===== config.mk =====
export PLATFORM = sky130hd
export DESIGN_NAME = sexpr_token_scanner
export DESIGN_NICKNAME = d
export VERILOG_FILES = /design/src/sts_pkg.sv /design/src/sts_char_class.sv /design/src/sts_scan_core.sv /design/src/sts_token_scanner_top_note.sv /design/src/sexpr_token_scanner.sv
export VERILOG_INCLUDE_DIRS = /design/src /design/src/src
export SDC_FILE = /design/constraint.sdc
export NUM_CORES = 1
export LEC_CHECK = 0
export BUFFER_PORTS_ARGS = -buffer_cell sky130_fd_sc_hd__clkbuf_2
export CAP_MARGIN = 10
export CORE_MARGIN = 8
export CORE_UTILIZATION = 53
export DETAILED_ROUTE_END_ITERATION = 10
export GPL_TIMING_DRIVEN = 0
export PLACE_DENSITY = 0.79
export SLEW_MARGIN = 20
export SYNTH_ARGS = -nofsm -noshare
export SYNTH_HDL_FRONTEND = slang
export SYNTH_SLANG_ARGS = --single-unit

===== constraint.sdc =====
create_clock -name clk -period 2.75 [get_ports clk]
set_input_delay 0.55 -clock clk [delete_from_list [all_inputs] [get_ports clk]]
set_output_delay 0.55 -clock clk [all_outputs]
set_load 0.1 [all_outputs]

===== src/assert_macros.svh =====
// Assertion macros shared by the scanner RTL.
// Each macro samples on clk and is disabled while rst_n is low.
`ifndef ASSERT_MACROS_SVH
`define ASSERT_MACROS_SVH

// Same-cycle implication
`define STS_ASSERT_NOW(label, ante, cons, msg) \
  label: assert property (@(posedge clk) disable iff (!rst_n) (ante) |-> (cons)) \
    else $error(msg);

// Next-cycle implication
`define STS_ASSERT_NEXT(label, ante, cons, msg) \
  label: assert property (@(posedge clk) disable iff (!rst_n) (ante) |=> (cons)) \
    else $error(msg);

`endif


===== src/sts_pkg.sv =====
// Types and constants for the S-expression token scanner.
// No dependencies; used by every scanner module.
package sts_pkg;

  // Scanner mode; the fourth code is unused and treated as idle
  typedef enum logic [1:0] {
    MODE_IDLE   = 2'd0,
    MODE_IDENT  = 2'd1,
    MODE_NUMBER = 2'd2
  } scan_mode_t;

  // Token classes
  localparam logic [2:0] CLS_SPACE  = 3'd0;
  localparam logic [2:0] CLS_LPAREN = 3'd1;
  localparam logic [2:0] CLS_RPAREN = 3'd2;
  localparam logic [2:0] CLS_IDENT  = 3'd3;
  localparam logic [2:0] CLS_NUMBER = 3'd4;

  // Error codes
  localparam logic [1:0] ERR_NONE     = 2'd0;
  localparam logic [1:0] ERR_BADCHAR  = 2'd1;
  localparam logic [1:0] ERR_LEADZERO = 2'd2;

  // Characters with special meaning
  localparam logic [7:0] CH_ZERO       = 8'h30;
  localparam logic [7:0] CH_NINE       = 8'h39;
  localparam logic [7:0] CH_DOT        = 8'h2E;
  localparam logic [7:0] CH_AT         = 8'h40;
  localparam logic [7:0] CH_TILDE      = 8'h7E;
  localparam logic [7:0] CH_UNDERSCORE = 8'h5F;
  localparam logic [7:0] CH_LPAREN     = 8'h28;
  localparam logic [7:0] CH_RPAREN     = 8'h29;
  localparam logic [7:0] CH_SPACE      = 8'h20;
  localparam logic [7:0] CH_TAB        = 8'h09;
  localparam logic [7:0] CH_LF         = 8'h0A;
  localparam logic [7:0] CH_CR         = 8'h0D;

  // Per-byte character flags
  typedef struct packed {
    logic ident_start;
    logic ident_more;
    logic digit;
    logic zero;
    logic space;
    logic lparen;
    logic rparen;
  } chr_flags_t;

  // Per-byte result fields
  typedef struct packed {
    logic [1:0] err;
    logic       start;
    logic [2:0] cls;
  } sts_result_t;

endpackage


===== src/sts_char_class.sv =====
// Character classifier for the token scanner: decodes one byte into flags.
// Depends on sts_pkg.
module sts_char_class
  import sts_pkg::*;
(
  input  logic [7:0]  char_byte,
  output chr_flags_t  flags
);

  logic ident_start;

  always_comb begin
    ident_start = 1'b0;
    if (char_byte inside {[8'h41:8'h5A], [8'h61:8'h7A]}) begin
      ident_start = 1'b1;
    end
    // ! $ % & * / : < = > ? ^ _ ~ + -
    if (char_byte inside {8'h21, 8'h24, 8'h25, 8'h26, 8'h2A, 8'h2F, 8'h3A, 8'h3C,
                          8'h3D, 8'h3E, 8'h3F, 8'h5E, CH_UNDERSCORE, CH_TILDE,
                          8'h2B, 8'h2D}) begin
      ident_start = 1'b1;
    end
  end

  always_comb begin
    flags             = '0;
    flags.ident_start = ident_start;
    flags.ident_more  = ident_start || (char_byte == CH_DOT) || (char_byte == CH_AT);
    flags.digit       = (char_byte inside {[CH_ZERO:CH_NINE]});
    flags.zero        = (char_byte == CH_ZERO);
    flags.space       = (char_byte inside {CH_SPACE, CH_TAB, CH_LF, CH_CR});
    flags.lparen      = (char_byte == CH_LPAREN);
    flags.rparen      = (char_byte == CH_RPAREN);
  end

endmodule


===== src/sts_scan_core.sv =====
// Scanner state machine: holds mode, lone-zero and sticky error state and
// tags each byte from its character flags. Depends on sts_pkg and assert_macros.svh.
`include "assert_macros.svh"
module sts_scan_core
  import sts_pkg::*;
(
  input  logic        clk,
  input  logic        rst_n,
  input  logic        advance,
  input  chr_flags_t  flags,
  input  logic        last,
  output sts_result_t res
);

  scan_mode_t mode_r, mode_nxt;
  logic       lone_zero_r, lone_zero_nxt;
  logic       failed_r, failed_nxt;

  logic cont_ident;
  logic cont_number;

  assign cont_ident  = (mode_r == MODE_IDENT) && flags.ident_more;
  assign cont_number = (mode_r == MODE_NUMBER) && flags.digit;

  // Result for the current byte
  always_comb begin
    res       = '0;
    res.cls   = CLS_SPACE;
    res.start = 1'b0;
    res.err   = ERR_NONE;
    if (failed_r) begin
      res.err = lone_zero_r ? ERR_LEADZERO : ERR_BADCHAR;
    end else if (cont_ident) begin
      res.cls = CLS_IDENT;
    end else if (cont_number) begin
      if (lone_zero_r) begin
        res.err = ERR_LEADZERO;
      end else begin
        res.cls = CLS_NUMBER;
      end
    end else if (flags.space) begin
      res.cls = CLS_SPACE;
    end else if (flags.lparen) begin
      res.cls   = CLS_LPAREN;
      res.start = 1'b1;
    end else if (flags.rparen) begin
      res.cls   = CLS_RPAREN;
      res.start = 1'b1;
    end else if (flags.ident_start) begin
      res.cls   = CLS_IDENT;
      res.start = 1'b1;
    end else if (flags.digit) begin
      res.cls   = CLS_NUMBER;
      res.start = 1'b1;
    end else begin
      res.err = ERR_BADCHAR;
    end
  end

  // Next state
  always_comb begin
    mode_nxt      = mode_r;
    lone_zero_nxt = lone_zero_r;
    failed_nxt    = failed_r;
    if (failed_r) begin
      mode_nxt = MODE_IDLE;
    end else if (cont_ident) begin
      mode_nxt = MODE_IDENT;
    end else if (cont_number) begin
      if (lone_zero_r) begin
        failed_nxt    = 1'b1;
        mode_nxt      = MODE_IDLE;
        lone_zero_nxt = 1'b1;
      end
    end else begin
      mode_nxt      = MODE_IDLE;
      lone_zero_nxt = 1'b0;
      if (flags.space || flags.lparen || flags.rparen) begin
        mode_nxt = MODE_IDLE;
      end else if (flags.ident_start) begin
        mode_nxt = MODE_IDENT;
      end else if (flags.digit) begin
        mode_nxt      = MODE_NUMBER;
        lone_zero_nxt = flags.zero;
      end else begin
        failed_nxt = 1'b1;
      end
    end
    // End of source: back to reset state
    if (last) begin
      mode_nxt      = MODE_IDLE;
      lone_zero_nxt = 1'b0;
      failed_nxt    = 1'b0;
    end
  end

  always_ff @(posedge clk) begin
    if (!rst_n) begin
      mode_r      <= MODE_IDLE;
      lone_zero_r <= 1'b0;
      failed_r    <= 1'b0;
    end else if (advance) begin
      mode_r      <= mode_nxt;
      lone_zero_r <= lone_zero_nxt;
      failed_r    <= failed_nxt;
    end
  end

  `STS_ASSERT_NOW(a_failed_idle, failed_r, mode_r == MODE_IDLE, "failed while inside a token")
  `STS_ASSERT_NEXT(a_last_resets, advance && last, (mode_r == MODE_IDLE) && !failed_r && !lone_zero_r, "state not cleared after last word")
  `STS_ASSERT_NOW(a_sticky_error, advance && failed_r, (res.cls == CLS_SPACE) && !res.start && (res.err != ERR_NONE), "failed scanner emitted a token")
  `STS_ASSERT_NOW(a_leadzero_src, advance && !failed_r && (res.err == ERR_LEADZERO), (mode_r == MODE_NUMBER) && lone_zero_r, "leading-zero error outside a lone zero")

endmodule


===== src/sts_token_scanner_top_note.sv =====
// Output register stage of the token scanner: holds one tagged word until taken.
// Depends on sts_pkg.
module sts_out_stage
  import sts_pkg::*;
(
  input  logic        clk,
  input  logic        rst_n,
  input  logic        load,
  input  sts_result_t res,
  input  logic        last,
  input  logic        out_tready,
  output logic        out_tvalid,
  output logic [7:0]  out_tdata,
  output logic        out_tlast,
  output logic        free
);

  logic        vld_r, vld_nxt;
  sts_result_t res_r;
  logic        last_r;

  assign free    = !vld_r || out_tready;
  assign vld_nxt = load || (vld_r && !out_tready);

  always_ff @(posedge clk) begin
    if (!rst_n) begin
      vld_r <= 1'b0;
    end else begin
      vld_r <= vld_nxt;
    end
  end

  // Payload loads only when a new word moves in
  always_ff @(posedge clk) begin
    if (load) begin
      res_r  <= res;
      last_r <= last;
    end
  end

  assign out_tvalid = vld_r;
  assign out_tdata  = {2'b00, res_r.err, res_r.start, res_r.cls};
  assign out_tlast  = last_r;

endmodule


===== src/sexpr_token_scanner.sv =====
// S-expression token scanner: tags each source byte with its token class,
// a start-of-token flag and a sticky error code. Input register, classifier
// and state machine feeding a result register. One byte per clock cycle
// sustained while out_tready is high; each byte waits in the input register,
// then its word moves to the result register and stays until it is taken.
// The scan state machine updates once per byte.
// Depends on sts_pkg, sts_char_class, sts_scan_core and sts_out_stage.
module sexpr_token_scanner
  import sts_pkg::*;
(
  input  logic       clk,
  input  logic       rst_n,
  input  logic       in_tvalid,
  output logic       in_tready,
  input  logic [7:0] in_tdata,   // [7:0] char_byte
  input  logic       in_tlast,   // stream_end
  output logic       out_tvalid,
  input  logic       out_tready,
  output logic [7:0] out_tdata,  // [2:0] token_class, [3] starts_token,
                                 // [5:4] error_code, [7:6] zero
  output logic       out_tlast   // final_byte
);

  logic        in_vld_r, in_vld_nxt;
  logic [7:0]  in_byte_r;
  logic        in_last_r;
  logic        in_take;
  logic        advance;
  logic        out_free;
  chr_flags_t  flags;
  sts_result_t res;

  assign advance    = in_vld_r && out_free;
  assign in_tready  = !in_vld_r || advance;
  assign in_take    = in_tvalid && in_tready;
  assign in_vld_nxt = in_take || (in_vld_r && !advance);

  always_ff @(posedge clk) begin
    if (!rst_n) begin
      in_vld_r <= 1'b0;
    end else begin
      in_vld_r <= in_vld_nxt;
    end
  end

  // Hold the byte until the scan stage takes it
  always_ff @(posedge clk) begin
    if (in_take) begin
      in_byte_r <= in_tdata;
      in_last_r <= in_tlast;
    end
  end

  sts_char_class u_class (
    .char_byte (in_byte_r),
    .flags     (flags)
  );

  sts_scan_core u_core (
    .clk     (clk),
    .rst_n   (rst_n),
    .advance (advance),
    .flags   (flags),
    .last    (in_last_r),
    .res     (res)
  );

  sts_out_stage u_out (
    .clk        (clk),
    .rst_n      (rst_n),
    .load       (advance),
    .res        (res),
    .last       (in_last_r),
    .out_tready (out_tready),
    .out_tvalid (out_tvalid),
    .out_tdata  (out_tdata),
    .out_tlast  (out_tlast),
    .free       (out_free)
  );

endmodule


==> results.sh <==
export IMPL_placed_cells=176
export IMPL_clock_latency_ps=310
export IMPL_antenna_found_initial=0
export IMPL_vias=1057
export IMPL_crit_type="flip-flop to flip-flop"
export IMPL_ant_nets=0
export IMPL_status="completed"
export IMPL_clkTransAtPathRegs_ps=120
export IMPL_rows=17
export IMPL_cts_sinks=22
export IMPL_synthFlopType="edfxtp_1"
export IMPL_n_antenna_cell=0
export IMPL_cp_cell_sequence="clkbuf_1 > nor4_1 > a21oi_1 > nor4_1 > a21oi_1"
export IMPL_peakVddDrop_mv=0.3652
export IMPL_fin_area_um2=1394
export IMPL_gr_total_overflow=0
export IMPL_cts_made_buffers=3
export IMPL_drc_errors=0
export IMPL_dieArea_um2=4077
export IMPL_final_core_util=0.6362
export IMPL_final_common_cell="clkbuf_2"
export IMPL_first_pass_iters=4
export IMPL_p_leak_nw=0.5238
export IMPL_drive_gt1_frac=0.2237
export IMPL_ctsHoldBuffers=0
export IMPL_power_total_mw=0.7186
export IMPL_cts_setup_buffers=0
export IMPL_cap_violations=0
export IMPL_syn2layout_area_growth_pct=14.85
export IMPL_setup_viol=0
export IMPL_drt_wirelength_per_cell_um=13.37
export IMPL_fin_setup_tns_ps=0
export IMPL_cpPeakStageDelay_ps=610
export IMPL_end_kind="flip-flop"
export IMPL_instances_no_fill=180
export IMPL_placedInstanceArea_um2=1358
export IMPL_crit_arrival_ps=2460
export IMPL_dp_hpwl_mm=1.815
export IMPL_synthDistinctLibCells=42
export IMPL_tightestPinTransition_ps=689.3
export IMPL_gp_congestion=0.8550
export IMPL_slowest_stage="nor4_1"
export IMPL_synth_cells=126
export IMPL_start_kind="flip-flop"
export IMPL_cp_num_buf_inv=1
export IMPL_rsz0062_at_grt="false"
export IMPL_max_freq_ghz=0.4154
export IMPL_htreeDepth=1
export IMPL_synth_edf_count=16
export IMPL_period_share=0.8755
export IMPL_relSlewSlack=0.5362
export IMPL_ys_ff_latch=22
export IMPL_wirelength_mm=2.407
export IMPL_timing_final_crit_period_ps=2408
export IMPL_vias_per_cell=5.872
export IMPL_nFillCells=188
export IMPL_root_buffer="clkbuf_4"
export IMPL_core_area_um2=2191
export IMPL_initial_core_util=0.5540
export IMPL_fp_dieW_um=63.86
export IMPL_grt_pass1_wl_mm=4.002
export IMPL_crit_required_ps=2800
export IMPL_nNetsFinal=166
export IMPL_slew_viol_final=0
export IMPL_hold_class="input pin to flip-flop"
export IMPL_grt_pass1_vias=988
export IMPL_synth_seq_area_share=0.4948
export IMPL_crit_family="simple AND/OR/NAND/NOR gates"
export IMPL_syn_area_per_cell_um2=9.632
export IMPL_dr_first_iter_drc_count=41
export IMPL_port_buffers=21
export IMPL_cts_tree="yes"
export IMPL_gr_usage_all_layers=0.1181
export IMPL_cts_resized=0
export IMPL_cts_path_max_buffers=2
export IMPL_die_h_um=63.86
export IMPL_finalClockSkew_ps=2.712
export IMPL_power_density_nw_per_um2=515.5
export IMPL_hold_viol=0
export IMPL_netlist_area_um2=1214
export IMPL_grt_max_degree=13
export IMPL_critPathMaxFanout=10
export IMPL_io_pins=24
export IMPL_ys_async_sr_fraction=0
export IMPL_final_cell_mix="21 x clkbuf_2, 16 x edfxtp_1, 12 x nand2_1"
export IMPL_synth_warnings=0
==> synthesized netlist by cell type (2+ instances only) <==
library cell  number  area [µm²]
nand2_1           12       45.04
o21ai_0            7       35.03
nor2_1             7       26.28
dfxtp_1            6       120.1
nand2b_1           4       25.02
edfxtp_1          16       480.5
nor4_1             3       18.77
buf_4              2       15.01
nor3_1             3       15.01
nand3_1            5       25.02
or3_1              2       12.51
buf_2              2       10.01
nor3b_1            4       30.03
a21oi_1           11       55.05
clkbuf_1           4       15.01
inv_1              5       18.77
or3_4              2       22.52
nor2b_1            7       43.79
==> flip-flops by register name (all words and copies together), names as in the netlist <==
register	count
in_byte_r	8
u_out.out_tdata	6
u_core.mode_r	2
in_last_r	1
in_vld_r	1
u_core.failed_r	1
u_core.lone_zero_r	1
u_out.out_tlast	1
u_out.out_tvalid	1
==> area by class of cell <==
| type | count | area, µm² | area share |
|---|---|---|---|
| sequential | 22 | 600.6 | 0.4309 |
| inverter | 5 | 18.77 | 0.01346 |
| timing repair buffer | 21 | 105.1 | 0.07540 |
| multi-input combinational | 91 | 546.8 | 0.3923 |
| buffer | 9 | 51.30 | 0.03680 |
| tap | 28 | 35.03 | 0.02513 |
| clock buffer | 4 | 36.28 | 0.02603 |
==> logic make-up (layout without fill, tap and decap cells) <==
| kind of cell | Yosys count | in the layout | share of synthesized area |
|---|---|---|---|
| buffers and inverters | 14 | 39 | 0.05773 |
| AOI/OAI and AO/OA | 32 | 32 | 0.1732 |
| DFF | 22 | 22 | 0.4948 |
| and+or+nand+nor | 56 | 56 | 0.2629 |
| other | 1 | 2 | 0.003090 |
| muxes | 1 | 1 | 0.008248 |
==> report_power, final <==
| part | internal, mW | switching (mW) |
|---|---|---|
| sequential | 0.375 | 0.0106 |
| clock | 0.0810 | 0.0995 |
| combinational | 0.0415 | 0.111 |
==> metrics by stage <==
step,hold slack [ps],setup WS (ps)
floorplan,456.4,137.7
global placement,477.1,377.7
detailed placement,489.5,398.2
CTS,398.1,372.3
global route,387.0,179.7
finish,399.6,342.4
==> routing by layer <==
layer,vias up,track usage,routed length [µm]
met3,10,0.03833,186
met2,51,0.1945,1120
met1,480,0.1344,1046
li1,516,-,-
met4,0,0.05850,53
met5,-,0,0
==> worst paths after layout <==
| check | start | to | slack, ps | cells past startpoint |
|---|---|---|---|---|
| worst min register to register | u_core.mode_r[0] | u_core.mode_r[0] | 510 | 2 |
| worst min-delay path | in_tdata[7] | in_byte_r[7] | 400 | 1 |
| worst max register to register | in_byte_r[2] | u_out.out_tdata[1] | 340 | 5 |
| worst max-delay path | in_byte_r[2] | u_out.out_tdata[1] | 340 | 5 |
Power figures use the tool's default switching activity.
